--- config.mk ---
export PLATFORM = sky130hd
export DESIGN_NAME = counting_semaphore_table_core
export DESIGN_NICKNAME = d
export VERILOG_FILES = /design/src/design/cst_pkg.sv /design/src/design/counting_semaphore_table_core.sv /design/src/design/cst_ctrl.sv /design/src/design/cst_dp.sv
export SDC_FILE = /design/constraint.sdc
export NUM_CORES = 2
export LEC_CHECK = 0
export ABC_AREA = 1
export BUFFER_PORTS_ARGS = -buffer_cell sky130_fd_sc_hd__buf_2
export CAP_MARGIN = 15
export CELL_PAD_IN_SITES_DETAIL_PLACEMENT = 2
export CELL_PAD_IN_SITES_GLOBAL_PLACEMENT = 2
export CORE_ASPECT_RATIO = 1.25
export CORE_MARGIN = 5
export CORE_UTILIZATION = 42
export DETAILED_ROUTE_END_ITERATION = 6
export PLACE_DENSITY_LB_ADDON = 0.1
export SYNTH_ARGS = -nofsm -noshare
export SYNTH_HDL_FRONTEND = slang
export SYNTH_SLANG_ARGS = --single-unit
--- constraint.sdc ---
create_clock -name clk_i -period 8.1 [get_ports clk_i]
set_input_delay 0.405 -clock clk_i [delete_from_list [all_inputs] [get_ports clk_i]]
set_output_delay 0.405 -clock clk_i [all_outputs]
set_load 0.005 [all_outputs]
--- src/design/cst_pkg.sv ---
package cst_pkg;

  localparam int NumSems   = 16;
  localparam int NumProcs  = 16;
  localparam int SemIdxW   = (NumSems > 1) ? $clog2(NumSems) : 1;
  localparam int RingIdxW  = (NumProcs > 1) ? $clog2(NumProcs) : 1;
  localparam int RingDepth = NumSems * NumProcs;
  localparam int RingAddrW = SemIdxW + RingIdxW;
  localparam int CountW    = 16;
  localparam int PidW      = 8;

  typedef enum logic [1:0] {
    REQ_ALLOC  = 2'd0,
    REQ_WAIT   = 2'd1,
    REQ_SIGNAL = 2'd2
  } req_type_e;

  typedef enum logic [1:0] {
    ST_IDLE,
    ST_READ,
    ST_EXEC
  } state_e;

  typedef struct packed {
    logic [1:0]  req_type;
    logic [7:0]  pid;
    logic [3:0]  sem_id;
    logic [14:0] init_value;
  } sem_req_t;

  typedef struct packed {
    logic       status;
    logic [3:0] alloc_id;
    logic       block_now;
    logic       unblock_now;
    logic [7:0] unblock_pid;
  } sem_rsp_t;

  // controller to datapath
  typedef struct packed {
    logic latch;
    logic read;
    logic exec;
  } dp_cmd_t;

endpackage

--- src/design/counting_semaphore_table_core.sv ---
// Counting semaphore table: 16 semaphores, each with a 16-entry FIFO ring of
// waiting process ids.
// Request channel: drive req_i with start high; the item is taken at a rising
// edge where start is high and busy is low. busy stays high while the item is
// in flight, through the read and execute states.
// Item kinds: allocate claims the lowest free entry and loads its count;
// wait decrements and queues the pid when the count goes negative; signal
// increments and pops the oldest pid when the count is not above zero.
// Result channel: done_o is high for one cycle with rsp_o; done_o is registered
// from the execute state, and the result is taken at the edge where it is high.
// The receiver cannot stall it.
// Steps: the read state reads the ring slot at the head of the addressed
// semaphore from the ring RAM (registered read); the execute state does the
// read-modify-write of the count, pointers and ring slot; back in idle, the
// result is shown and only then can a new item be taken, at its closing edge.
// Reset: all entries free, counts and ring pointers zero. Ring contents are
// not cleared on reset or on allocate; popping a slot never written returns
// an arbitrary pid.
module counting_semaphore_table_core (
  input  logic              clk_i,
  input  logic              rst_ni,
  input  logic              start,
  input  cst_pkg::sem_req_t req_i,
  output logic              busy,
  output logic              done_o,
  output cst_pkg::sem_rsp_t rsp_o
);
  import cst_pkg::*;

  dp_cmd_t cmd;

  cst_ctrl u_ctrl (
    .clk_i  (clk_i),
    .rst_ni (rst_ni),
    .start_i(start),
    .busy_o (busy),
    .cmd_o  (cmd)
  );

  cst_dp u_dp (
    .clk_i  (clk_i),
    .rst_ni (rst_ni),
    .cmd_i  (cmd),
    .req_i  (req_i),
    .done_o (done_o),
    .rsp_o  (rsp_o)
  );

  // every accepted item is followed by its result
  a_latency: assert property (@(posedge clk_i) disable iff (!rst_ni)
    (start && !busy) |-> ##3 done_o)
    else $error("result did not follow accepted item");

  // controller is back in idle when the result is shown
  a_done_idle: assert property (@(posedge clk_i) disable iff (!rst_ni)
    done_o |-> !busy)
    else $error("result shown while busy");

  // a full-table failure never also blocks or releases
  a_status_excl: assert property (@(posedge clk_i) disable iff (!rst_ni)
    (done_o && rsp_o.status) |-> (!rsp_o.block_now && !rsp_o.unblock_now))
    else $error("status error with block or unblock");

  // block and unblock never in one result
  a_blk_unblk: assert property (@(posedge clk_i) disable iff (!rst_ni)
    done_o |-> !(rsp_o.block_now && rsp_o.unblock_now))
    else $error("block and unblock together");

endmodule

--- src/design/cst_ctrl.sv ---
module cst_ctrl (
  input  logic          clk_i,
  input  logic          rst_ni,
  input  logic          start_i,
  output logic          busy_o,
  output cst_pkg::dp_cmd_t cmd_o
);
  import cst_pkg::*;

  state_e state_q, state_d;

  always_ff @(posedge clk_i or negedge rst_ni) begin
    if (!rst_ni) begin
      state_q <= ST_IDLE;
    end else begin
      state_q <= state_d;
    end
  end

  always_comb begin
    state_d    = state_q;
    cmd_o      = '0;
    busy_o     = 1'b1;
    unique case (state_q)
      ST_IDLE: begin
        busy_o = 1'b0;
        if (start_i) begin
          cmd_o.latch = 1'b1;
          state_d     = ST_READ;
        end
      end
      ST_READ: begin
        cmd_o.read = 1'b1;
        state_d    = ST_EXEC;
      end
      ST_EXEC: begin
        cmd_o.exec = 1'b1;
        state_d    = ST_IDLE;
      end
      default: begin
        state_d = ST_IDLE;
      end
    endcase
  end

endmodule

--- src/design/cst_dp.sv ---
module cst_dp (
  input  logic              clk_i,
  input  logic              rst_ni,
  input  cst_pkg::dp_cmd_t  cmd_i,
  input  cst_pkg::sem_req_t req_i,
  output logic              done_o,
  output cst_pkg::sem_rsp_t rsp_o
);
  import cst_pkg::*;

  sem_req_t req_q;

  logic                in_use_q [NumSems];
  logic [CountW-1:0]   count_q  [NumSems];
  logic [RingIdxW-1:0] head_q   [NumSems];
  logic [RingIdxW-1:0] tail_q   [NumSems];

  logic [PidW-1:0]     ring_mem [RingDepth];
  logic [PidW-1:0]     ring_rd_q;

  logic                done_q;
  sem_rsp_t            rsp_q, rsp_d;

  logic [SemIdxW-1:0]  sid;
  logic                sid_ok;
  logic [SemIdxW-1:0]  free_idx;
  logic                free_found;
  logic [CountW-1:0]   cnt_dec, cnt_inc;
  logic [RingAddrW-1:0] rd_addr, wr_addr;

  // table update controls
  logic                alloc_we, count_we, head_we, tail_we, ring_we;
  logic [CountW-1:0]   count_new;

  assign sid     = req_q.sem_id[SemIdxW-1:0];
  assign sid_ok  = (32'(req_q.sem_id) < NumSems);
  assign cnt_dec = count_q[sid] - CountW'(1);
  assign cnt_inc = count_q[sid] + CountW'(1);
  assign rd_addr = {sid, head_q[sid]};
  assign wr_addr = {sid, tail_q[sid]};

  // lowest free entry
  always_comb begin
    free_idx   = '0;
    free_found = 1'b0;
    for (int i = NumSems - 1; i >= 0; i--) begin
      if (!in_use_q[i]) begin
        free_idx   = SemIdxW'(i);
        free_found = 1'b1;
      end
    end
  end

  always_comb begin
    rsp_d     = '0;
    alloc_we  = 1'b0;
    count_we  = 1'b0;
    head_we   = 1'b0;
    tail_we   = 1'b0;
    ring_we   = 1'b0;
    count_new = cnt_dec;
    unique case (req_q.req_type)
      REQ_ALLOC: begin
        if (free_found) begin
          alloc_we       = 1'b1;
          rsp_d.alloc_id = 4'(free_idx);
        end else begin
          rsp_d.status = 1'b1;
        end
      end
      REQ_WAIT: begin
        if (sid_ok) begin
          count_we  = 1'b1;
          count_new = cnt_dec;
          if (cnt_dec[CountW-1]) begin
            ring_we         = 1'b1;
            tail_we         = 1'b1;
            rsp_d.block_now = 1'b1;
          end
        end
      end
      REQ_SIGNAL: begin
        if (sid_ok) begin
          count_we  = 1'b1;
          count_new = cnt_inc;
          if (cnt_inc[CountW-1] || (cnt_inc == '0)) begin
            head_we           = 1'b1;
            rsp_d.unblock_now = 1'b1;
            rsp_d.unblock_pid = ring_rd_q;
          end
        end
      end
      default: begin
        rsp_d = '0;
      end
    endcase
  end

  always_ff @(posedge clk_i) begin
    if (cmd_i.latch) begin
      req_q <= req_i;
    end
    if (cmd_i.exec) begin
      rsp_q <= rsp_d;
    end
  end

  // wait ring storage, one write and one registered read port
  always_ff @(posedge clk_i) begin
    if (cmd_i.exec && ring_we) begin
      ring_mem[wr_addr] <= req_q.pid;
    end
  end

  always_ff @(posedge clk_i) begin
    if (cmd_i.read) begin
      ring_rd_q <= ring_mem[rd_addr];
    end
  end

  always_ff @(posedge clk_i or negedge rst_ni) begin
    if (!rst_ni) begin
      done_q <= 1'b0;
      for (int i = 0; i < NumSems; i++) begin
        in_use_q[i] <= 1'b0;
        count_q[i]  <= '0;
        head_q[i]   <= '0;
        tail_q[i]   <= '0;
      end
    end else begin
      done_q <= cmd_i.exec;
      if (cmd_i.exec) begin
        if (alloc_we) begin
          in_use_q[free_idx] <= 1'b1;
          count_q[free_idx]  <= CountW'(req_q.init_value);
          head_q[free_idx]   <= '0;
          tail_q[free_idx]   <= '0;
        end
        if (count_we) begin
          count_q[sid] <= count_new;
        end
        if (tail_we) begin
          tail_q[sid] <= tail_q[sid] + RingIdxW'(1);
        end
        if (head_we) begin
          head_q[sid] <= head_q[sid] + RingIdxW'(1);
        end
      end
    end
  end

  assign done_o = done_q;
  assign rsp_o  = rsp_q;

endmodule

Word-level counts from Yosys, hierarchy flattened
Memory sizes are Yosys's and may differ from the RTL's. A register that Yosys moved wholly into a read port is not among the register bits. Cells that the tools add are included.

Flip-flop bits (word level): 447. Bits in writable memories: 2048. Input bits: 32. Output and inout bits: 17. Word-level logic and storage cells: 189. Memories: 1.

Memories: u_dp.ring_mem (depth 256, bits a word 8, rd ports 1, clocked after Yosys merged registers in 1, wr ports 1, RTL line cst_dp.sv:18) `logic [PidW-1:0] ring_mem [RingDepth];`.

Add/sub/neg operators: 4. Magnitude comparators: 4. Equal/unequal tests: 5. Muxes and demuxes: 83. Bitwise gates (word level): 6. Reduce and logical (&&, ||, !) cells: 11.

Operators with widths (count): 256-bit 2-to-1 mux (3); 256-bit bitwise mux (2); 64-bit 2-to-1 mux (6); 64-bit bitwise AND (2); 64-bit bitwise mux (2); 16-bit demux with 4-bit select (2); 4-bit 2-to-1 mux (22); 16-bit 2-to-1 mux (5); 16-bit binary-select mux with 4-bit select (1); 64-bit inverter (1); 4-bit binary-select mux with 4-bit select (2); 4-bit demux with 4-bit select (2); 1-bit 2-to-1 mux (32); 16-bit by 1-bit adder with 16-bit output (second input constant) (1); 16-bit logical NOT (1); 16-bit OR (1); 16-bit by 1-bit subtractor with 16-bit output (second input constant) (1); 5-bit >= comparator (second input constant) (2); 5-bit by 1-bit < comparator with 1-bit output (second input constant) (2); 4-bit inverter with 5-bit output (2); 9-bit 2-to-1 mux (1); 4-bit by 1-bit adder with 4-bit output (second input constant) (2); 2-bit AND reduction (3); 1-bit demux with 4-bit select (1); other kinds (9) (14).

Depth between registers and ports, before layout
Depth after elaboration: 27. Depth in mapped cells: 29. Mapped depth without buffers: 25.

Cells and area by module
A second synthesis with hierarchy kept.

Cell total of the unflattened synthesis: 11819. Area total of the unflattened synthesis: 114249.6 µm².

By module, submodules not included: cst_dp (instances 1, cells an instance 11807, area an instance 114155.7 µm², seq. area each 73095.1 µm²); cst_ctrl (instances 1, cells an instance 12, area an instance 93.8 µm², seq. area each 50.0 µm²).

Least setup slack after synthesis
No wires, ideal clock.

Path type: register to register. Start: register u_dp.req_q[19] in the netlist's numbering. End: memory u_dp.ring_mem[0][0], data pin. Arrival: 3.228 ns. Required time: 7.283 ns. Setup slack: 4.054 ns. Cell stages (with the launch flop): 1. Buffers on the path: 0. Clock period less this slack: 4.046 ns. Cell sequence: edfxtp_1.

RTL lines: from (decl) (RTL line cst_dp.sv:11) `sem_req_t req_q;`; from (signal assigned) (RTL line cst_dp.sv:101) `req_q <= req_i;`; to (decl) (RTL line cst_dp.sv:18).

No word-level cell before the write port.

Final worst setup path
Start: register u_dp.req_q (netlist bit u_dp.sid[0]). End: register u_dp.ring_rd_q[1] (read register of u_dp.ring_mem), data pin.

Longest elaborated chain between the ends: 4.

Ends and longest elaborated chain: 4-bit inverter with 5-bit output (not written as such) (RTL line cst_dp.sv:39) `assign rd_addr = {sid, head_q[sid]};`; 4-bit binary-select mux with 4-bit select (RTL line cst_dp.sv:39); 4-bit 2-to-1 mux (not written as such) (2 in a row) (RTL line cst_dp.sv:39); to (decl) (RTL line cst_dp.sv:19) `logic [PidW-1:0] ring_rd_q;`.

Several ways; a longest one is shown, not always the timed one. The select of a mux whose other input is x is not followed. A chain may end at the register's enable or synchronous reset.

==> impl_metrics.csv <==
group,metric,value,unit
floorplan,die_w,477,µm
pwr,share_seq_of_total_power,41.9,%
timing,rsz0062_at_grt,"false",
timing,slew_violations,0,
cts,clock_sinks,2503,
placement,gp_congestion,0.886,
critical_path,cp-end-kind,"register",
pwr,switchingPower,0.0129,W
run,cap_violations,0,
routing,initialDrtViolationCount,7371,
floorplan,ios,49,
outcome,status,"completed",
timing,hold_violations,0,
routing,vias,92412,
timing,fin_tns_setup,0,ns
finish,syn_to_final_growth,11.5,%
critical_path,cp.required,8.65,ns
hold_path,hp-class,"in -> reg",
logic_synthesis,ys_warn_count,0,
timing,timing.fmax,150,MHz
logic_synthesis,synth_edf_count,2100,
critical_path,cp-start-kind,"register",
pwr,intPower,0.0242,W
floorplan,core-area,272000,µm²
timing,fin_crit,6.66,ns
pwr,finalPower,0.0371,W
critical_path,path_class,"reg -> reg",
routing,postRouteAntennaNets,0,
logic_synthesis,synthTopCellsByArea,"edfxtp_1, nand2_1, dfrtp_1",
routing,first_pass_iters,5,
hold_path,hold_end,"u_dp.req_q[12]$_DFFE_PP_",
pwr,switching_share,34.7,%
floorplan,start_util,42.2,%
routing,drc,0,
logic_synthesis,yosys.area.top_type,"edfxtp_1",
cts,cts_tree,"built",
grt,overflow,0,
grt,grt_antenna_before_repair,17,
pwr,vdd_drop_max,0.199,mV
cts,cts_resized,0,
timing,fin_crit_sh,82.2,%
logic_synthesis,synthCells,12218,
pwr,comb_power_share,24.1,%
cts,clock-root-buffer,"clkbuf_16",
routing,viasPerCell,5.83,
hold_path,hold_depth,2,
critical_path,r2r_slack,1.44,ns
timing,setup_viol,0,
routing,wl_per_cell,29.7,µm
grt,grt_pass1_wl,690000,µm
pwr,leakagePower,52.8,nW
floorplan,fp-row-count,214,
timing,skew,0.0477,ns
critical_path,worst_r2r_path_depth,20,
placement,preCtsSetupSlack,1.49,ns
timing,relSlewSlack,16.0,%
critical_path,reg2reg_from,"u_dp.sid[0]$_DFFE_PP_",
logic_synthesis,async_flop_share,16.1,%
cts,cts_made_buffers,280,
pwr,power_density,290,nW/µm²
logic_synthesis,synth_top_area_share,55.0,%
logic_synthesis,ys_ff_latch,2503,
critical_path,arrival,7.21,ns
logic_synthesis,synthFlopType,"edfxtp_1",
logic_synthesis,synthDistinctLibCells,43,
logic_synthesis,synth.cell_area,115000,µm²
cts,cts-htree-levels,5,
grt,track_usage,32.5,%
critical_path,reg2reg_to,"u_dp.ring_rd_q[1]$_DFFE_PN_",
pwr,p_clk_share,34.0,%
cts,clockBufferDepth,4,
timing,tightestPinTransition,1.26,ns
critical_path,worstPathMaxFanout,52,
cts,clkTransAtPathRegs,0.06,ns
placement,dpl.hpwl,289000,µm
logic_synthesis,synth.avg_cell_area,9.38,µm²
floorplan,die_y,594,µm
logic_synthesis,synth_seq_area_share,63.8,%
timing,setup_slack,1.44,ns
grt,grt_pass1_vias,103254,
hold_path,hp-start,"req_i[12]",
grt,grt_max_degree,160,
placement,io_buffers,48,
logic_synthesis,synth_nets,12260,
finish,final_layout_size_suffix_gt1_share,5.92,%
floorplan,dieArea,283000,µm²
finish,nFillCells,28513,
finish,final_nets,12119,
cts,clock_insertion_delay_worst_skew,0.87,ns
routing,drt-total-wl,471000,µm
-- power by group through the flow --
stage / Clock (W) / Combinational, W / Sequential, W
2_1_floorplan: 0 / 0.00502 / 0.0156
3_3_place_gp: 0 / 0.00833 / 0.0157
3_5_place_dp: 0 / 0.00879 / 0.0158
4_1_cts: 0.0128 / 0.00892 / 0.0155
5_1_grt: 0.0133 / 0.00957 / 0.0156
6_report: 0.0126 / 0.00892 / 0.0155
-- cell usage after synthesis (5+ instances only) --
cell      instances
nor3_1            9
buf_2           180
nor2_2            5
inv_1          1325
nor2_4            8
o221ai_1          6
nand3_1        1217
xor2_1           11
nor2_1         1095
clkinv_1          5
a22o_1            5
nand4_1          28
buf_4             8
nand2_1        3885
o211ai_1        361
o21ai_0         621
inv_2            21
ha_1             10
dfrtp_1         403
a21oi_1         235
buf_1            97
o22ai_1          48
clkbuf_1        443
a22oi_1          24
edfxtp_1       2100
o21ai_1          37
o21bai_1         10
-- placed cells by master, fill, tap and decap left out, drive strengths merged --
master	count
nand2	3887
or2	2
inv	1352
o41ai	1
nand3	1219
o21bai	10
a21boi	1
o21ai	659
xnor2	1
a31oi	1
nand4	28
o221ai	6
buf	275
clkinvlp	2
clkinv	79
o211ai	361
dlygate4sd3	31
a22oi	24
edfxtp	2100
mux2i	1
dfrtp	403
ha	10
o22ai	48
clkbuf	381
a21oi	235
nor3	10
a211oi	1
a22o	5
diode	10
o31ai	2
bufinv	14
nor2	1109
nor4	1
xor2	11
nand3b	2
-- state kept, by name, indices dropped and copies added (netlist names), 4 cells and up --
signal / cells
u_dp.req_q: 25
u_dp.rsp_o: 15
u_dp.sid: 4
u_dp.head_q: 64
u_dp.in_use_q: 16
u_dp.ring_rd_q: 8
u_dp.count_q: 256
u_dp.tail_q: 64
u_dp.ring_mem: 2048
-- stage by stage --
step | cell area [µm²] | utilization, % | hold slack, ns | std cells
after floorplan | 115000 | - | 0.109 | 12218
after global placement | 119000 | 43.7 | 0.454 | 15323
after detailed placement | 119000 | 43.7 | 0.463 | 15326
after CTS | 128000 | 47.0 | 0.202 | 15834
after global routing | 128000 | 47.0 | 0.227 | 15838
final | 128000 | 47.0 | 0.257 | 15846
-- logic make-up (layout without fill, tap and decap cells) --
group / after synthesis / after routing / synth area share (%)
muxes: 1 / 1 / 0.00874
xor gates and xnor gates: 12 / 12 / 0.0917
other: 0 / 10 / 0
AOI/OAI and AO/OA: 1354 / 1354 / 6.89
adders and majority gates: 10 / 10 / 0.109
buffers and inverters: 2080 / 2134 / 7.04
and+or+nand+nor: 6258 / 6258 / 22.0
DFF: 2503 / 2503 / 63.8
-- final cells by class --
type	instances	area, µm²	area share (%)
Sequential cell	2503	73100	57.3
Multi-Input combinational cell	7635	33500	26.2
Clock buffer	381	7800	6.11
Inverter	1351	5100	3.99
Tap cell	3564	4460	3.49
Timing Repair Buffer	306	2850	2.23
Clock inverter	96	828	0.649
Antenna cell	10	25.0	0.0196
-- critical path, cell delays in order (launching register included) --
cell      delay (ns)
edfxtp_1        0.59
inv_2           0.45
nand2_2         0.25
buf_4           0.54
o22ai_1         0.14
o21bai_1        0.27
nand2_1         0.13
nor2_4          0.80
buf_12          0.38
buf_4           0.51
nand2_1         0.12
nand3_1         0.12
o211ai_1        0.13
nand3_1         0.19
nand2_1         0.23
nand2_1         0.30
nand2_1         0.08
inv_1           0.06
nand2_1         0.05
nor2_1          0.73
nand3_1         0.17
-- per-layer routing --
metal  global-route usage (%)  vias up  wire length (µm)  part of all wire [%]
met4                     17.3       12             28500                   6.0
met5                        0        -                80                 0.017
met3                     4.70     1091             24500                   5.2
li1                         -    39952                 -                     -
met2                     57.4     2904            238000                    51
met1                     38.2    48453            180000                    38
-- what timing repair did --
action	CTS	global route
buffers inserted	0	0
endpoints found under the hold margin	130	0
hold buffers	31	0
-- how the worst max path moves through the flow --
| stage | start | endpoint | slack (ns) |
|---|---|---|---|
| floorplan | u_dp.req_q[19]$_DFFE_PP_ | u_dp.ring_mem[0][0]$_DFFE_PP_ | 4.05 |
| global placement | u_dp.sid[0]$_DFFE_PP_ | u_dp.ring_rd_q[1]$_DFFE_PN_ | 1.68 |
| detailed placement | u_dp.sid[0]$_DFFE_PP_ | u_dp.ring_rd_q[1]$_DFFE_PN_ | 1.49 |
| CTS | u_dp.sid[0]$_DFFE_PP_ | u_dp.ring_rd_q[1]$_DFFE_PN_ | 1.47 |
| global route | u_dp.sid[0]$_DFFE_PP_ | u_dp.ring_rd_q[1]$_DFFE_PN_ | 1.29 |
| finish | u_dp.sid[0]$_DFFE_PP_ | u_dp.ring_rd_q[1]$_DFFE_PN_ | 1.44 |
(Power assumes the default switching activity.)
